===== src/rtl/bsr_pkg.sv =====
// Shared widths, codes and the decoded command type for the byte stack.
package bsr_pkg;

	localparam int CMD_W = 3;
	localparam int VAL_W = 8;
	localparam int CNT_W = 7;
	localparam int STS_W = 2;
	localparam int CAP_W = 7;

	localparam logic [CAP_W-1:0] CAP_RESET = 7'd64;

	localparam logic [CMD_W-1:0] CMD_PUSH   = 3'd0;
	localparam logic [CMD_W-1:0] CMD_POP    = 3'd1;
	localparam logic [CMD_W-1:0] CMD_PEEK   = 3'd2;
	localparam logic [CMD_W-1:0] CMD_DUP    = 3'd3;
	localparam logic [CMD_W-1:0] CMD_ROT_UP = 3'd4;
	localparam logic [CMD_W-1:0] CMD_ROT_DN = 3'd5;
	localparam logic [CMD_W-1:0] CMD_PRINT  = 3'd6;

	localparam logic [STS_W-1:0] STS_OK      = 2'd0;
	localparam logic [STS_W-1:0] STS_EMPTY   = 2'd1;
	localparam logic [STS_W-1:0] STS_FULL    = 2'd2;
	localparam logic [STS_W-1:0] STS_BAD_CNT = 2'd3;

	typedef enum logic [2:0] {
		OP_PUSH,
		OP_POP,
		OP_PEEK,
		OP_DUP,
		OP_ROT_UP,
		OP_ROT_DN,
		OP_PRINT
	} op_kind_t;

	typedef struct packed {
		op_kind_t         kind;
		logic [VAL_W-1:0] value;
		logic [CNT_W-1:0] count;
	} op_t;

endpackage


===== src/rtl/bsr_if.sv =====
// Command and result channel interfaces of the byte stack.
interface bsr_req_if;
	logic                       valid;
	logic                       ready;
	logic [bsr_pkg::CMD_W-1:0]  cmd;
	logic [bsr_pkg::VAL_W-1:0]  value;
	logic [bsr_pkg::CNT_W-1:0]  count;

	modport source(output valid, output cmd, output value, output count, input ready);
	modport sink(input valid, input cmd, input value, input count, output ready);
endinterface

interface bsr_rsp_if;
	logic                       valid;
	logic                       ready;
	logic [bsr_pkg::STS_W-1:0]  status;
	logic                       has_byte;
	logic [bsr_pkg::VAL_W-1:0]  data_byte;
	logic                       last;

	modport source(output valid, output status, output has_byte, output data_byte,
		output last, input ready);
	modport sink(input valid, input status, input has_byte, input data_byte,
		input last, output ready);
endinterface


===== src/rtl/bsr_front.sv =====
// Front end: takes command words, decodes them and queues them for the back end.
module bsr_front (
	input  logic             clk,
	input  logic             arst_n,
	bsr_req_if.sink          req,
	output logic             op_valid,
	output bsr_pkg::op_t     op,
	input  logic             op_take
);

	bsr_pkg::op_t q_q [2];
	logic [1:0]   cnt_q;
	logic         wp_q;
	logic         rp_q;

	bsr_pkg::op_t dec;
	logic         known;
	logic         enq;

	always_comb begin
		known       = 1'b1;
		dec.kind    = bsr_pkg::OP_PUSH;
		dec.value   = req.value;
		dec.count   = req.count;
		case (req.cmd)
			bsr_pkg::CMD_PUSH:   dec.kind = bsr_pkg::OP_PUSH;
			bsr_pkg::CMD_POP:    dec.kind = bsr_pkg::OP_POP;
			bsr_pkg::CMD_PEEK:   dec.kind = bsr_pkg::OP_PEEK;
			bsr_pkg::CMD_DUP:    dec.kind = bsr_pkg::OP_DUP;
			bsr_pkg::CMD_ROT_UP: dec.kind = bsr_pkg::OP_ROT_UP;
			bsr_pkg::CMD_ROT_DN: dec.kind = bsr_pkg::OP_ROT_DN;
			bsr_pkg::CMD_PRINT:  dec.kind = bsr_pkg::OP_PRINT;
			default:             known    = 1'b0;
		endcase
	end

	// unknown commands are taken and dropped
	assign req.ready = (cnt_q != 2'd2);
	assign enq       = req.valid && req.ready && known;
	assign op_valid  = (cnt_q != 2'd0);
	assign op        = q_q[rp_q];

	always_ff @(posedge clk or negedge arst_n) begin
		if (!arst_n) begin
			cnt_q <= 2'd0;
			wp_q  <= 1'b0;
			rp_q  <= 1'b0;
		end else begin
			if (enq)
				wp_q <= ~wp_q;
			if (op_take)
				rp_q <= ~rp_q;
			if (enq && !op_take)
				cnt_q <= cnt_q + 2'd1;
			else if (!enq && op_take)
				cnt_q <= cnt_q - 2'd1;
		end
	end

	always_ff @(posedge clk) begin
		if (enq)
			q_q[wp_q] <= dec;
	end

endmodule


===== src/rtl/bsr_back.sv =====
// Back end: runs queued commands against the byte store and drives the result channel.
module bsr_back #(
	parameter int DEPTH = 64
) (
	input  logic                       clk,
	input  logic                       arst_n,
	input  logic                       cfg_we,
	input  logic [bsr_pkg::CAP_W-1:0]  cfg_wdata,
	input  logic                       op_valid,
	input  bsr_pkg::op_t               op,
	output logic                       op_take,
	bsr_rsp_if.source                  rsp
);

	localparam int AW = $clog2(DEPTH);
	localparam int FW = $clog2(DEPTH + 1);
	localparam int LW = (FW > bsr_pkg::CNT_W) ? FW : bsr_pkg::CNT_W;

	typedef enum logic [2:0] {
		ST_IDLE,
		ST_SEND,
		ST_SWEEP,
		ST_ROT_END,
		ST_DUP_WR
	} st_t;

	logic [bsr_pkg::VAL_W-1:0] store_q [DEPTH];
	logic [bsr_pkg::VAL_W-1:0] rdata_q;

	st_t                       state_q, state_d;
	logic [bsr_pkg::CAP_W-1:0] cap_q, cap_d;
	logic [FW-1:0]             fill_q, fill_d;
	logic [AW-1:0]             rd_ptr_q, rd_ptr_d;
	logic [AW-1:0]             pa_q, pa_d;
	logic [FW-1:0]             rem_q, rem_d;
	logic                      dv_q, dv_d;
	logic                      dl_q, dl_d;
	logic                      first_q, first_d;
	logic                      up_q, up_d;
	logic [bsr_pkg::VAL_W-1:0] tmp_q, tmp_d;

	logic                      ovalid_q, ovalid_d;
	logic [bsr_pkg::STS_W-1:0] ostatus_q, ostatus_d;
	logic                      ohas_q, ohas_d;
	logic [bsr_pkg::VAL_W-1:0] odata_q, odata_d;
	logic                      olast_q, olast_d;

	logic                      mem_re, mem_we;
	logic [AW-1:0]             mem_raddr, mem_waddr;
	logic [bsr_pkg::VAL_W-1:0] mem_wdata;

	logic                      emit;
	logic [bsr_pkg::STS_W-1:0] e_status;
	logic                      e_has;
	logic [bsr_pkg::VAL_W-1:0] e_data;
	logic                      e_last;

	logic                      out_free;
	logic [LW-1:0]             fill_ext, n_ext;
	logic                      full, empty, rot_bad;
	logic [AW-1:0]             top_addr, base_addr, start_addr;

	assign out_free  = !ovalid_q || rsp.ready;
	assign fill_ext  = LW'(fill_q);
	assign n_ext     = LW'(op.count);
	assign full      = (fill_ext >= LW'(cap_q)) || (fill_q == FW'(DEPTH));
	assign empty     = (fill_q == '0);
	assign rot_bad   = (op.count == '0) || (n_ext > fill_ext);
	assign top_addr  = AW'(fill_q - FW'(1));
	assign base_addr = AW'(fill_ext - n_ext);
	assign start_addr = (op.kind == bsr_pkg::OP_ROT_UP) ? top_addr : base_addr;

	always_comb begin
		state_d   = state_q;
		cap_d     = cfg_we ? cfg_wdata : cap_q;
		fill_d    = fill_q;
		rd_ptr_d  = rd_ptr_q;
		pa_d      = pa_q;
		rem_d     = rem_q;
		dv_d      = dv_q;
		dl_d      = dl_q;
		first_d   = first_q;
		up_d      = up_q;
		tmp_d     = tmp_q;
		op_take   = 1'b0;
		mem_re    = 1'b0;
		mem_we    = 1'b0;
		mem_raddr = rd_ptr_q;
		mem_waddr = pa_q;
		mem_wdata = rdata_q;
		emit      = 1'b0;
		e_status  = bsr_pkg::STS_OK;
		e_has     = 1'b0;
		e_data    = '0;
		e_last    = 1'b1;

		case (state_q)
			ST_IDLE: begin
				if (op_valid) begin
					case (op.kind)
						bsr_pkg::OP_PUSH: begin
							if (out_free) begin
								op_take = 1'b1;
								emit    = 1'b1;
								if (full) begin
									e_status = bsr_pkg::STS_FULL;
								end else begin
									mem_we    = 1'b1;
									mem_waddr = AW'(fill_q);
									mem_wdata = op.value;
									fill_d    = fill_q + FW'(1);
								end
							end
						end
						bsr_pkg::OP_POP, bsr_pkg::OP_PEEK, bsr_pkg::OP_PRINT: begin
							if (empty) begin
								if (out_free) begin
									op_take = 1'b1;
									emit    = 1'b1;
									if (op.kind != bsr_pkg::OP_PRINT)
										e_status = bsr_pkg::STS_EMPTY;
								end
							end else begin
								op_take  = 1'b1;
								rd_ptr_d = top_addr;
								rem_d    = (op.kind == bsr_pkg::OP_PRINT) ? fill_q : FW'(1);
								dv_d     = 1'b0;
								state_d  = ST_SEND;
								if (op.kind == bsr_pkg::OP_POP)
									fill_d = fill_q - FW'(1);
							end
						end
						bsr_pkg::OP_DUP: begin
							if (full || empty) begin
								if (out_free) begin
									op_take  = 1'b1;
									emit     = 1'b1;
									e_status = full ? bsr_pkg::STS_FULL : bsr_pkg::STS_EMPTY;
								end
							end else begin
								op_take   = 1'b1;
								mem_re    = 1'b1;
								mem_raddr = top_addr;
								state_d   = ST_DUP_WR;
							end
						end
						bsr_pkg::OP_ROT_UP, bsr_pkg::OP_ROT_DN: begin
							if (rot_bad) begin
								if (out_free) begin
									op_take  = 1'b1;
									emit     = 1'b1;
									e_status = bsr_pkg::STS_BAD_CNT;
								end
							end else begin
								op_take   = 1'b1;
								mem_re    = 1'b1;
								mem_raddr = start_addr;
								pa_d      = start_addr;
								up_d      = (op.kind == bsr_pkg::OP_ROT_UP);
								rd_ptr_d  = (op.kind == bsr_pkg::OP_ROT_UP) ?
									start_addr - AW'(1) : start_addr + AW'(1);
								rem_d     = FW'(n_ext - LW'(1));
								first_d   = 1'b1;
								state_d   = ST_SWEEP;
							end
						end
						default: ;
					endcase
				end
			end
			ST_SEND: begin
				if (dv_q && out_free) begin
					emit   = 1'b1;
					e_has  = 1'b1;
					e_data = rdata_q;
					e_last = dl_q;
					dv_d   = 1'b0;
					if (dl_q)
						state_d = ST_IDLE;
				end
				if (rem_q != '0 && (!dv_q || out_free)) begin
					mem_re    = 1'b1;
					mem_raddr = rd_ptr_q;
					rd_ptr_d  = rd_ptr_q - AW'(1);
					rem_d     = rem_q - FW'(1);
					dv_d      = 1'b1;
					dl_d      = (rem_q == FW'(1));
				end
			end
			ST_SWEEP: begin
				// each word read moves one place towards the vacated end
				if (first_q) begin
					tmp_d   = rdata_q;
					first_d = 1'b0;
				end else begin
					mem_we    = 1'b1;
					mem_waddr = up_q ? pa_q + AW'(1) : pa_q - AW'(1);
					mem_wdata = rdata_q;
				end
				if (rem_q != '0) begin
					mem_re    = 1'b1;
					mem_raddr = rd_ptr_q;
					pa_d      = rd_ptr_q;
					rd_ptr_d  = up_q ? rd_ptr_q - AW'(1) : rd_ptr_q + AW'(1);
					rem_d     = rem_q - FW'(1);
				end else begin
					state_d = ST_ROT_END;
				end
			end
			ST_ROT_END: begin
				if (out_free) begin
					mem_we    = 1'b1;
					mem_waddr = pa_q;
					mem_wdata = tmp_q;
					emit      = 1'b1;
					state_d   = ST_IDLE;
				end
			end
			ST_DUP_WR: begin
				if (out_free) begin
					mem_we    = 1'b1;
					mem_waddr = AW'(fill_q);
					mem_wdata = rdata_q;
					fill_d    = fill_q + FW'(1);
					emit      = 1'b1;
					state_d   = ST_IDLE;
				end
			end
			default: state_d = ST_IDLE;
		endcase

		ovalid_d  = emit ? 1'b1 : (rsp.ready ? 1'b0 : ovalid_q);
		ostatus_d = emit ? e_status : ostatus_q;
		ohas_d    = emit ? e_has : ohas_q;
		odata_d   = emit ? e_data : odata_q;
		olast_d   = emit ? e_last : olast_q;
	end

	always_ff @(posedge clk or negedge arst_n) begin
		if (!arst_n) begin
			state_q   <= ST_IDLE;
			cap_q     <= bsr_pkg::CAP_RESET;
			fill_q    <= '0;
			rd_ptr_q  <= '0;
			pa_q      <= '0;
			rem_q     <= '0;
			dv_q      <= 1'b0;
			dl_q      <= 1'b0;
			first_q   <= 1'b0;
			up_q      <= 1'b0;
			tmp_q     <= '0;
			ovalid_q  <= 1'b0;
			ostatus_q <= bsr_pkg::STS_OK;
			ohas_q    <= 1'b0;
			odata_q   <= '0;
			olast_q   <= 1'b0;
		end else begin
			state_q   <= state_d;
			cap_q     <= cap_d;
			fill_q    <= fill_d;
			rd_ptr_q  <= rd_ptr_d;
			pa_q      <= pa_d;
			rem_q     <= rem_d;
			dv_q      <= dv_d;
			dl_q      <= dl_d;
			first_q   <= first_d;
			up_q      <= up_d;
			tmp_q     <= tmp_d;
			ovalid_q  <= ovalid_d;
			ostatus_q <= ostatus_d;
			ohas_q    <= ohas_d;
			odata_q   <= odata_d;
			olast_q   <= olast_d;
		end
	end

	always_ff @(posedge clk) begin
		if (mem_we)
			store_q[mem_waddr] <= mem_wdata;
		if (mem_re)
			rdata_q <= store_q[mem_raddr];
	end

	assign rsp.valid     = ovalid_q;
	assign rsp.status    = ostatus_q;
	assign rsp.has_byte  = ohas_q;
	assign rsp.data_byte = odata_q;
	assign rsp.last      = olast_q;

	a_fill_range: assert property (@(posedge clk) disable iff (!arst_n)
		fill_q <= FW'(DEPTH))
		else $error("fill count beyond store depth");

	a_no_rw_clash: assert property (@(posedge clk) disable iff (!arst_n)
		mem_we && mem_re |-> mem_waddr != mem_raddr)
		else $error("store read and write hit one address");

	a_take_valid: assert property (@(posedge clk) disable iff (!arst_n)
		op_take |-> op_valid)
		else $error("command taken from empty queue");

	a_send_pending: assert property (@(posedge clk) disable iff (!arst_n)
		state_q == ST_SEND && !dv_q |-> rem_q != '0)
		else $error("send stalled with nothing to read");

endmodule


===== src/rtl/byte_stack_with_rotate_core.sv =====
// Top level of the byte stack with dup and rotate.
// Commands pass through a two-word queue to an executor that owns a single-port-read,
// single-port-write byte store of DEPTH words; capacity (reset 64) caps the fill.
// In the executor, push, errors and an empty print answer directly; dup, pop and peek
// read the top word; a rotate reads its n words in turn, shifts each one place and
// writes the first last; print sends one result word per cycle after the first unless
// the result side stalls. The store gives one read per cycle, which paces rotates and
// print. Results leave through an output register; a stalled result side holds the
// executor, and the queue takes up to two more words before the intake stalls.
module byte_stack_with_rotate_core #(
	parameter int DEPTH = 64
) (
	input  logic                       clk,
	input  logic                       arst_n,
	input  logic                       cfg_we,
	input  logic [bsr_pkg::CAP_W-1:0]  cfg_wdata,
	bsr_req_if.sink                    req,
	bsr_rsp_if.source                  rsp
);

	logic         op_valid;
	bsr_pkg::op_t op;
	logic         op_take;

	bsr_front u_front (
		.clk      (clk),
		.arst_n   (arst_n),
		.req      (req),
		.op_valid (op_valid),
		.op       (op),
		.op_take  (op_take)
	);

	bsr_back #(
		.DEPTH (DEPTH)
	) u_back (
		.clk       (clk),
		.arst_n    (arst_n),
		.cfg_we    (cfg_we),
		.cfg_wdata (cfg_wdata),
		.op_valid  (op_valid),
		.op        (op),
		.op_take   (op_take),
		.rsp       (rsp)
	);

endmodule


===== src/flat_wrapper.sv =====
// flat-port wrapper written by rule: the top's interface ports become plain ports
module byte_stack_with_rotate_core_flat 
#(
	parameter int DEPTH = 64
)
  (clk, arst_n, cfg_we, cfg_wdata, req_valid, req_cmd, req_value, req_count, req_ready, rsp_valid, rsp_status, rsp_has_byte, rsp_data_byte, rsp_last, rsp_ready);
  bsr_req_if req_i ();
  bsr_rsp_if rsp_i ();
  input  logic clk;
  input  logic arst_n;
  input  logic cfg_we;
  input  logic [bsr_pkg::CAP_W-1:0] cfg_wdata;
  input wire logic [$bits(req_i.valid)-1:0] req_valid;
  input wire logic [$bits(req_i.cmd)-1:0] req_cmd;
  input wire logic [$bits(req_i.value)-1:0] req_value;
  input wire logic [$bits(req_i.count)-1:0] req_count;
  output wire logic [$bits(req_i.ready)-1:0] req_ready;
  output wire logic [$bits(rsp_i.valid)-1:0] rsp_valid;
  output wire logic [$bits(rsp_i.status)-1:0] rsp_status;
  output wire logic [$bits(rsp_i.has_byte)-1:0] rsp_has_byte;
  output wire logic [$bits(rsp_i.data_byte)-1:0] rsp_data_byte;
  output wire logic [$bits(rsp_i.last)-1:0] rsp_last;
  input wire logic [$bits(rsp_i.ready)-1:0] rsp_ready;
  assign req_i.valid = req_valid;
  assign req_i.cmd = req_cmd;
  assign req_i.value = req_value;
  assign req_i.count = req_count;
  assign req_ready = req_i.ready;
  assign rsp_valid = rsp_i.valid;
  assign rsp_status = rsp_i.status;
  assign rsp_has_byte = rsp_i.has_byte;
  assign rsp_data_byte = rsp_i.data_byte;
  assign rsp_last = rsp_i.last;
  assign rsp_i.ready = rsp_ready;
  byte_stack_with_rotate_core #(.DEPTH(DEPTH)) u_core (.clk(clk), .arst_n(arst_n), .cfg_we(cfg_we), .cfg_wdata(cfg_wdata), .req(req_i), .rsp(rsp_i));
endmodule

===== config.mk =====
export PLATFORM = sky130hd
export DESIGN_NAME = byte_stack_with_rotate_core_flat
export DESIGN_NICKNAME = d
export VERILOG_FILES = /design/src/rtl/bsr_pkg.sv /design/src/rtl/bsr_if.sv /design/src/rtl/bsr_front.sv /design/src/rtl/bsr_back.sv /design/src/rtl/byte_stack_with_rotate_core.sv /design/src/flat_wrapper.sv
export SDC_FILE = /design/constraint.sdc
export NUM_CORES = 1
export LEC_CHECK = 0
export BUFFER_PORTS_ARGS = -buffer_cell sky130_fd_sc_hd__buf_2
export CORE_ASPECT_RATIO = 1.5
export CORE_MARGIN = 1
export CORE_UTILIZATION = 30
export DETAILED_ROUTE_END_ITERATION = 10
export GPL_TIMING_DRIVEN = 0
export HOLD_SLACK_MARGIN = 0.1
export PLACE_DENSITY = 0.53
export SYNTH_ARGS = -nofsm -noshare
export SYNTH_HDL_FRONTEND = slang
export SYNTH_SLANG_ARGS = --single-unit

===== constraint.sdc =====
create_clock -name clk -period 7.5 [get_ports clk]
set_input_delay 0 -clock clk [delete_from_list [all_inputs] [get_ports clk]]
set_output_delay 0 -clock clk [all_outputs]
set_load 0.005 [all_outputs]

==> results by group, run 1 <==
Worst setup path
  – Critical path arrival: 7.69 ns
  – Worst-path maximum fanout: 10
  – Crit start category: flip-flop
  – RR Endpoint: u_core.u_back.rdata_q[3]
  – CP delay by family, top: simple AND/OR/NAND/NOR gates
  – Worst path max stage delay: 0.74 ns
  – Slowest stage cell on the critical path: or4_1
  – CP bufs+invs: 6
  – Required time worst endpoint: 7.80 ns
  – Crit-path cells: buf_6, buf_6, clkbuf_1, clkbuf_2, mux2i_1, inv_1, ha_1, a21oi_1, o21ai_0, o22ai_1, a21oi_1, o21ai_2, nand2_1, nor2_1, buf_2, a32oi_1, nand4_1, o21ai_0, or4_1
  – Reg2Reg Depth: 19
  – CP endpoint kind: flip-flop
  – Kind of critical path: flip-flop to flip-flop
  – R2R Path Start: u_core.u_front.rp_q
  – R2r setup slk: 0.10 ns

Route
  – Post-route ant nets: 0
  – DR iter-0 viols: 1916
  – Routed WL: 90740 µm
  – DRC viols: 0
  – DR vias/cell: 5.423
  – Vias: 19549
  – 1st-pass router iterations: 8
  – Wire length per cell: 25.17 µm

Logic synthesis
  – Area leader, netlist: edfxtp_1
  – Largest family of logic cells by synthesized area: simple AND/OR/NAND/NOR gates
  – Synth Register Bits: 621
  – Seq/Total Area, Yosys: 66.14%
  – Synth cell types: 84
  – Simple-Gate Fraction of Synth Area: 12.13%
  – Mapped Area: 27700 µm²
  – Number of synthesized flops with an enable pin: 556
  – Synth top area cells: edfxtp_1 60%, dfrtp_1 5.8%, nand2_1 5.1%, mux2i_1 4.1%, a21oi_1 2.3%
  – Syn Nets: 2277
  – Synth Flop Type: edfxtp_1
  – Xor and xnor fraction of the mapped netlist area: 0.9169%
  – Synth Area in Adders: 1.635%
  – Post-synth top area share: 60.27%
  – Async S/R FF share, synth: 10.47%
  – YS warnings: 0
  – Syn Inst Count: 2212
  – Syn_area_per_cell: 12.52 µm²
  – Post-synthesis compound-gate area fraction: 11.52%
  – Post-synthesis mux area share: 4.909%

Outcome
  – Status: complete, no violations

Clock tree
  – Setup Fix Bufs, Post-CTS: 0
  – Root buf cell: clkbuf_16
  – CTS buffer count: 66
  – Clock transition at path regs: 0.06 ns
  – CTS tree: done
  – Sink Count: 621
  – Max Buffers Root-to-Sink: 3
  – Clk_lat worst skew: 0.62 ns
  – # H-tree levels: 3

Min path
  – Min-delay src: req_value[4]
  – Hold path cells: 2
  – Type of the worst min-delay path: input pin to flip-flop
  – Hold Path End: u_core.u_front.q_q[1][11]

Finish
  – Fin nets: 2448
  – Area grow syn2layout: 16.00%
  – Most common cell after layout, fill and taps aside: edfxtp_1
  – Commonest non-fill, non-tap cells in the layout: 556 x edfxtp_1, 373 x nand2_1, 157 x nor2_1, 125 x a21oi_1, 113 x mux2i_1
  – Post-Layout Cell Count: 3605
  – Layout cells sized above 1: 10.25%

Floorplanning
  – Die H: 374.2 µm
  – Cell Rows: 136
  – Initial core utilization: 30.26%
  – I/O pin count: 44
  – Die Area: 93590 µm²
  – Die W: 250.1 µm
  – Core Area: 91550 µm²

Timing
  – Tightest Pin Transition: 1.304 ns
  – Final setup violation count: 0
  – Unrepaired setup endpoints after global routing: false
  – Max Slew Vio Count: 0
  – Fin crit period: 7.395 ns
  – Maximum clock frequency: 135.2 MHz
  – Fin Clk Skew: 0.03446 ns
  – Hold Slack: 0.1289 ns
  – Final period util: 98.60%
  – Final Hold Viols: 0
  – Max transition margin: 12.14%
  – Setup TNS: 0 ns

Job
  – Max-cap viol count: 0

Place
  – Buffers on Ports: 43
  – GPL Wtd Cong: 1.010
  – DP Wirelength: 65740 µm
  – Placed Cells: 3434

Global route
  – Initial antenna violation count: 0
  – GRT overflow: 0
  – Largest net degree at the start of global routing: 65
  – Vias in the first global route: 19587
  – Global-route wire length before repair: 131100 µm
  – GRT Total Usage: 19.07%

Power
  – VDD IR-drop max: 0.2525 mV
  – PwrDens: 510.8 nW/µm²
  – Leakage: 0.01129 µW
-- power breakdown --
part	leakage, µW	switching, µW	internal [µW]	total, µW
clock	0.000980	1360	1750	3110
combinational	0.00449	5980	2320	8300
sequential	0.00581	231	4770	5000
total	0.0113	7570	8840	16400
-- logic make-up (layout without fill, tap and decap cells) --
logic type	count (synthesis)	count (layout)
other	0	2
AOI/OAI and AO/OA	466	466
adders and majority gates	35	35
xor gates and xnor gates	29	29
muxes	133	133
DFF	621	621
and+or+nand+nor	759	759
buffers and inverters	169	387
-- cells in the mapped netlist (all sizes together) (4+ instances only) --
| cell type | n |
|---|---|
| edfxtp | 556 |
| nand2 | 374 |
| nor2 | 160 |
| a21oi | 125 |
| mux2i | 113 |
| o21ai | 88 |
| buf | 71 |
| nand3 | 69 |
| dfrtp | 64 |
| clkbuf | 59 |
| nand4 | 41 |
| inv | 39 |
| a221oi | 35 |
| ha | 33 |
| and3 | 30 |
| a211oi | 29 |
| a32oi | 29 |
| nor3 | 23 |
| a31oi | 22 |
| xnor2 | 22 |
| mux2 | 20 |
| a221o | 17 |
| a311oi | 14 |
| a22oi | 12 |
| nand2b | 11 |
| o22ai | 11 |
| and2 | 10 |
| a21o | 9 |
| a22o | 9 |
| nor2b | 9 |
| o21a | 7 |
| xor2 | 7 |
| a21boi | 6 |
| o31ai | 6 |
| or4 | 6 |
| a2111oi | 5 |
| nand3b | 5 |
| o22a | 5 |
| or3 | 5 |
| nor4 | 4 |
| o221ai | 4 |
| o32ai | 4 |
-- stage by stage --
| step | setup WS (ns) | power, µW | util [%] | area (µm²) |
|---|---|---|---|---|
| 2_1_floorplan | 2.697 | 9766 | - | 27700 |
| 3_3_place_gp | -0.4181 | 13040 | 32.10 | 29390 |
| 3_5_place_dp | -0.4912 | 13200 | 32.28 | 29550 |
| 4_1_cts | 0.09593 | 16340 | 35.10 | 32130 |
| 5_1_grt | 0.002674 | 17050 | 35.10 | 32130 |
| 6_report | 0.1049 | 16420 | 35.10 | 32140 |
-- layout make-up --
class | instances | area, µm²
fill | 8898 | 59410
sequential | 621 | 18320
multi-input combinational | 1422 | 8665
clock buffer | 81 | 1760
tap | 1173 | 1468
timing repair buffer | 103 | 898.4
buffer | 130 | 615.6
clock inverter | 34 | 254.0
inverter | 39 | 146.4
antenna | 2 | 5.005
-- routing by layer --
| metal | routed length, µm | GRT usage (%) |
|---|---|---|
| met5 | 0 | 0 |
| met4 | 6343 | 12.70 |
| met3 | 4501 | 2.790 |
| met2 | 46860 | 34.49 |
| met1 | 33040 | 20.50 |
-- worst max path at each step --
stage,slack [ns],end,depth (start not counted),from
after global routing,0.003,u_core.u_back.rdata_q[4],19,u_core.u_front.rp_q
after detailed placement,-0.49,u_core.u_back.rdata_q[0],20,u_core.u_front.rp_q
after global placement,-0.42,u_core.u_back.rdata_q[1],19,u_core.u_front.rp_q
after floorplan,2.70,u_core.u_back.rdata_q[7],19,u_core.u_front.rp_q
after CTS,0.1,u_core.u_back.rdata_q[3],20,u_core.u_front.rp_q
final,0.10,u_core.u_back.rdata_q[3],19,u_core.u_front.rp_q
-- registers in the layout, summed over array words and instances (netlist names), 2 cells and up --
name                         cells
u_core.u_back.store_q          512
u_core.u_front.q_q              36
u_core.u_back.rdata_q            8
u_core.u_back.rsp.data_byte      8
u_core.u_back.tmp_q              8
u_core.u_back.cap_q              7
u_core.u_back.fill_ext           7
u_core.u_back.rem_q              7
u_core.u_back.pa_q               6
u_core.u_back.rd_ptr_q           6
u_core.u_back.state_q            3
u_core.u_back.rsp.status         2
u_core.u_front.cnt_q             2
-- repair_timing --
item / in CTS / in global routing
hold buffers: 54 / 0
endpoints found under the hold margin: 121 / 0
gates resized for setup: 3 / 5
setup endpoints to repair: 8 / 5
(Power assumes the default switching activity.)
==> run 2: changes to the inputs <==
--- a/config.mk
+++ b/config.mk
@@ -5,14 +5,17 @@
 export SDC_FILE = /design/constraint.sdc
 export NUM_CORES = 1
 export LEC_CHECK = 0
+export ABC_AREA = 1
 export BUFFER_PORTS_ARGS = -buffer_cell sky130_fd_sc_hd__buf_2
+export CELL_PAD_IN_SITES_DETAIL_PLACEMENT = 2
+export CELL_PAD_IN_SITES_GLOBAL_PLACEMENT = 2
 export CORE_ASPECT_RATIO = 1.5
 export CORE_MARGIN = 1
 export CORE_UTILIZATION = 30
 export DETAILED_ROUTE_END_ITERATION = 10
 export GPL_TIMING_DRIVEN = 0
 export HOLD_SLACK_MARGIN = 0.1
-export PLACE_DENSITY = 0.53
+export PLACE_DENSITY = 0.69
 export SYNTH_ARGS = -nofsm -noshare
 export SYNTH_HDL_FRONTEND = slang
 export SYNTH_SLANG_ARGS = --single-unit
==> results by group, run 2 <==
Timing
  – Max transition margin: 12.48% (+0.34 points)
  – Final period util: 81.57% (-17 points)
  – Setup WS post-layout: 1.383 ns (+1.278 ns)
  – Maximum clock frequency: 163.5 MHz (+21%)
  – Fin Clk Skew: 0.02602 ns (-0.008443 ns)
  – Tightest Pin Transition: 1.299 ns (-0.004998 ns)
  – Unrepaired setup endpoints after global routing: false
  – Final setup violation count: 0 (unchanged)
  – Fin crit period: 6.117 ns (-1.278 ns)
  – Final Hold Viols: 0 (unchanged)
  – Max Slew Vio Count: 0 (unchanged)

Job
  – Max-cap viol count: 0 (unchanged)

Worst setup path
  – Reg2Reg Depth: 21 (+2)
  – CP delay by family, top: compound AO/OA/AOI/OAI gates
  – CP endpoint kind: flip-flop
  – R2r setup slk: 1.38 ns (+1.28 ns)
  – R2R Path Start: u_core.u_front.rp_q
  – Crit start category: flip-flop
  – Crit-path cells: buf_4, clkbuf_1, o21ai_0, inv_1, ha_1, a21oi_1, nand2_1, nand2_1, nand2_1, nand2_1, nand2_1, inv_1, nand2_1, o22ai_1, nand2_1, o21ai_2, clkbuf_1, nand3_1, nand3_1, nand3_1, nand2_1
  – Most frequent CP cell: nand2_1
  – Slowest stage cell on the critical path: o21ai_0
  – Kind of critical path: flip-flop to flip-flop
  – Worst path max stage delay: 1.10 ns (+0.36 ns)
  – Worst-path maximum fanout: 10 (unchanged)
  – Critical path arrival: 6.59 ns (-1.10 ns)
  – Setup crit start: u_core.u_front.rp_q
  – RR Endpoint: u_core.u_back.rdata_q[6]
  – CP bufs+invs: 5 (-1)
  – Required time worst endpoint: 7.97 ns (+0.17 ns)

Global route
  – Largest net degree at the start of global routing: 58 (-11%)
  – GRT overflow: 0 (unchanged)
  – Global-route wire length before repair: 171900 µm (+31%)
  – Initial antenna violation count: 0 (unchanged)
  – Vias in the first global route: 26342 (+34%)
  – GRT Total Usage: 23.27% (+4.2 points)

Floorplanning
  – Core Area: 98440 µm² (+7.5%)
  – Die W: 259.5 µm (+3.7%)
  – Initial core utilization: 30.30% (+0.041 points)
  – Die Area: 100700 µm² (+7.6%)
  – Cell Rows: 141 (+3.7%)
  – Die H: 388.2 µm (+3.7%)
  – I/O pin count: 44 (unchanged)

Logic synthesis
  – Async S/R FF share, synth: 10.47% (unchanged)
  – Synth Flop Type: edfxtp_1
  – Synth top area cells: edfxtp_1 56%, nand3_1 9.8%, nand2_1 6.4%, dfrtp_1 5.4%, inv_1 5.1%
  – Synth Register Bits: 621 (unchanged)
  – Top cells by count, synth: 583 x nand3_1, 556 x edfxtp_1, 508 x nand2_1, 402 x inv_1, 186 x nand3b_1
  – Post-synth top area share: 55.97% (-4.3 points)
  – Syn Nets: 2999 (+32%)
  – Syn Inst Count: 2934 (+33%)
  – Mapped Area: 29830 µm² (+7.7%)
  – Synth cell types: 56 (-33%)
  – Syn_area_per_cell: 10.17 µm² (-19%)
  – Number of synthesized flops with an enable pin: 556 (unchanged)
  – Seq/Total Area, Yosys: 61.43% (-4.7 points)
  – YS warnings: 0 (unchanged)
  – Area leader, netlist: edfxtp_1
  – Most common cell in the netlist: nand3_1

Clock tree
  – # H-tree levels: 3 (unchanged)
  – Sink Count: 621 (unchanged)
  – CTS buffer count: 67 (+1.5%)
  – Root buf cell: clkbuf_16
  – Setup Fix Bufs, Post-CTS: 0 (unchanged)
  – CTS tree: done
  – Clk_lat worst skew: 0.65 ns (+0.03 ns)
  – Clock transition at path regs: 0.06 ns (about the same)
  – Post-CTS sizing: 0 (-3)
  – Cts hold-fix bufs: 58 (+7.4%)
  – Max Buffers Root-to-Sink: 3 (unchanged)

Outcome
  – Status: complete, no violations

Place
  – Buffers on Ports: 43 (unchanged)
  – Placed Cells: 4287 (+25%)
  – GPL Wtd Cong: 0.9260 (-8.3%)
  – DP Wirelength: 87120 µm (+33%)
  – Pre-CTS setup slack: 1.348 ns (+1.839 ns)

Route
  – Post-route ant nets: 0 (unchanged)
  – Routed WL: 116700 µm (+29%)
  – DRC viols: 0 (unchanged)
  – 1st-pass router iterations: 7 (-1)
  – Wire length per cell: 26.16 µm (+3.9%)
  – DR iter-0 viols: 1219 (-36%)
  – DR vias/cell: 5.148 (-5.1%)
  – Vias: 22954 (+17%)

Min path
  – Type of the worst min-delay path: input pin to flip-flop
  – Hold Path End: u_core.u_front.q_q[0][9]
  – Min-delay src: req_value[2]
  – Hold path cells: 2 (unchanged)

Finish
  – Area grow syn2layout: 17.24%
  – ANT cells: 0 (-2)
  – Biggest register: u_core.u_back.store_q
  – Most common cell after layout, fill and taps aside: nand3_1
  – Top Registers: u_core.u_back.store_q x512, u_core.u_front.q_q x36
  – Commonest non-fill, non-tap cells in the layout: 583 x nand3_1, 556 x edfxtp_1, 508 x nand2_1, 402 x inv_1, 186 x nand3b_1
  – Post-Layout Cell Count: 4459 (+24%)
  – Fin nets: 3192 (+30%)
  – Layout cells sized above 1: 10.53% (+0.28 points)
  – Largest register FFs: 512 (unchanged)
==> run 2: cell types whose count changed in the layout (fill, tap and decap cells not counted), moves of 33 or more <==
cell,previous run,this run
a21oi_1,125,42
nand3_1,69,583
buf_2,85,137
a221oi_1,35,0
mux2i_1,113,7
inv_1,39,402
nand4_1,41,8
nand3b_1,5,186
nand2_1,373,508
==> run 2: logic make-up after synthesis <==
logic type      Yosys count  share of synthesized area [%]
mux                       8                         0.2726
buf+inv                 568                          8.100
simple gates           1461                          23.60
xor+xnor                 29                         0.8515
flops                   621                          61.43
fa+ha+maj                35                          1.518
compound gates          212                          4.232
==> run 2: area by class of cell <==
type                    count  area [µm²]
plain buffers             156       869.6
clock buffers              82        1774
clock inverters            32       336.6
fillers                 10587       63470
inverters                 412        1546
multi-input cells        1745        9223
flip-flops and latches    621       18320
well taps                1287        1610
repair buffers            124        1290
==> run 2: worst max-delay path by stage <==
stage / slack, ns / cells after the start / end
after floorplan: 3.06 / 13 / u_core.u_back.store_q[0][6]
after global placement: -2.58 / 12 / u_core.u_back.store_q[56][3]
after detailed placement: 1.35 / 21 / u_core.u_back.rdata_q[6]
after CTS: 1.31 / 21 / u_core.u_back.rdata_q[6]
after global routing: 1.15 / 21 / u_core.u_back.rdata_q[6]
final: 1.38 / 21 / u_core.u_back.rdata_q[6]
==> run 2: metal layers <==
layer,routed length [µm],global-route usage (%),vias to the layer above
met5,0,0,-
met4,8427,16.04,0
met3,3833,2.713,311
met2,63120,44.25,533
met1,41270,23.20,11709
li1,-,-,10401
==> run 2: metrics by stage <==
stage               setup TNS, ns  util [%]  cell area, µm²  hold WS, ns
global route                    0     35.53           34970       0.1345
detailed placement              0     32.79           32280      -0.1518
finish                          0     35.53           34970       0.1451
floorplan                       0         -           29830      -0.2956
CTS                             0     35.53           34970       0.1124
global placement         -1006.49     32.16           31660       0.1928
Power of run 2 is left out: the tool's default activity adds up to more than one toggle a clock period on the data nets, which glitch-free logic cannot reach.
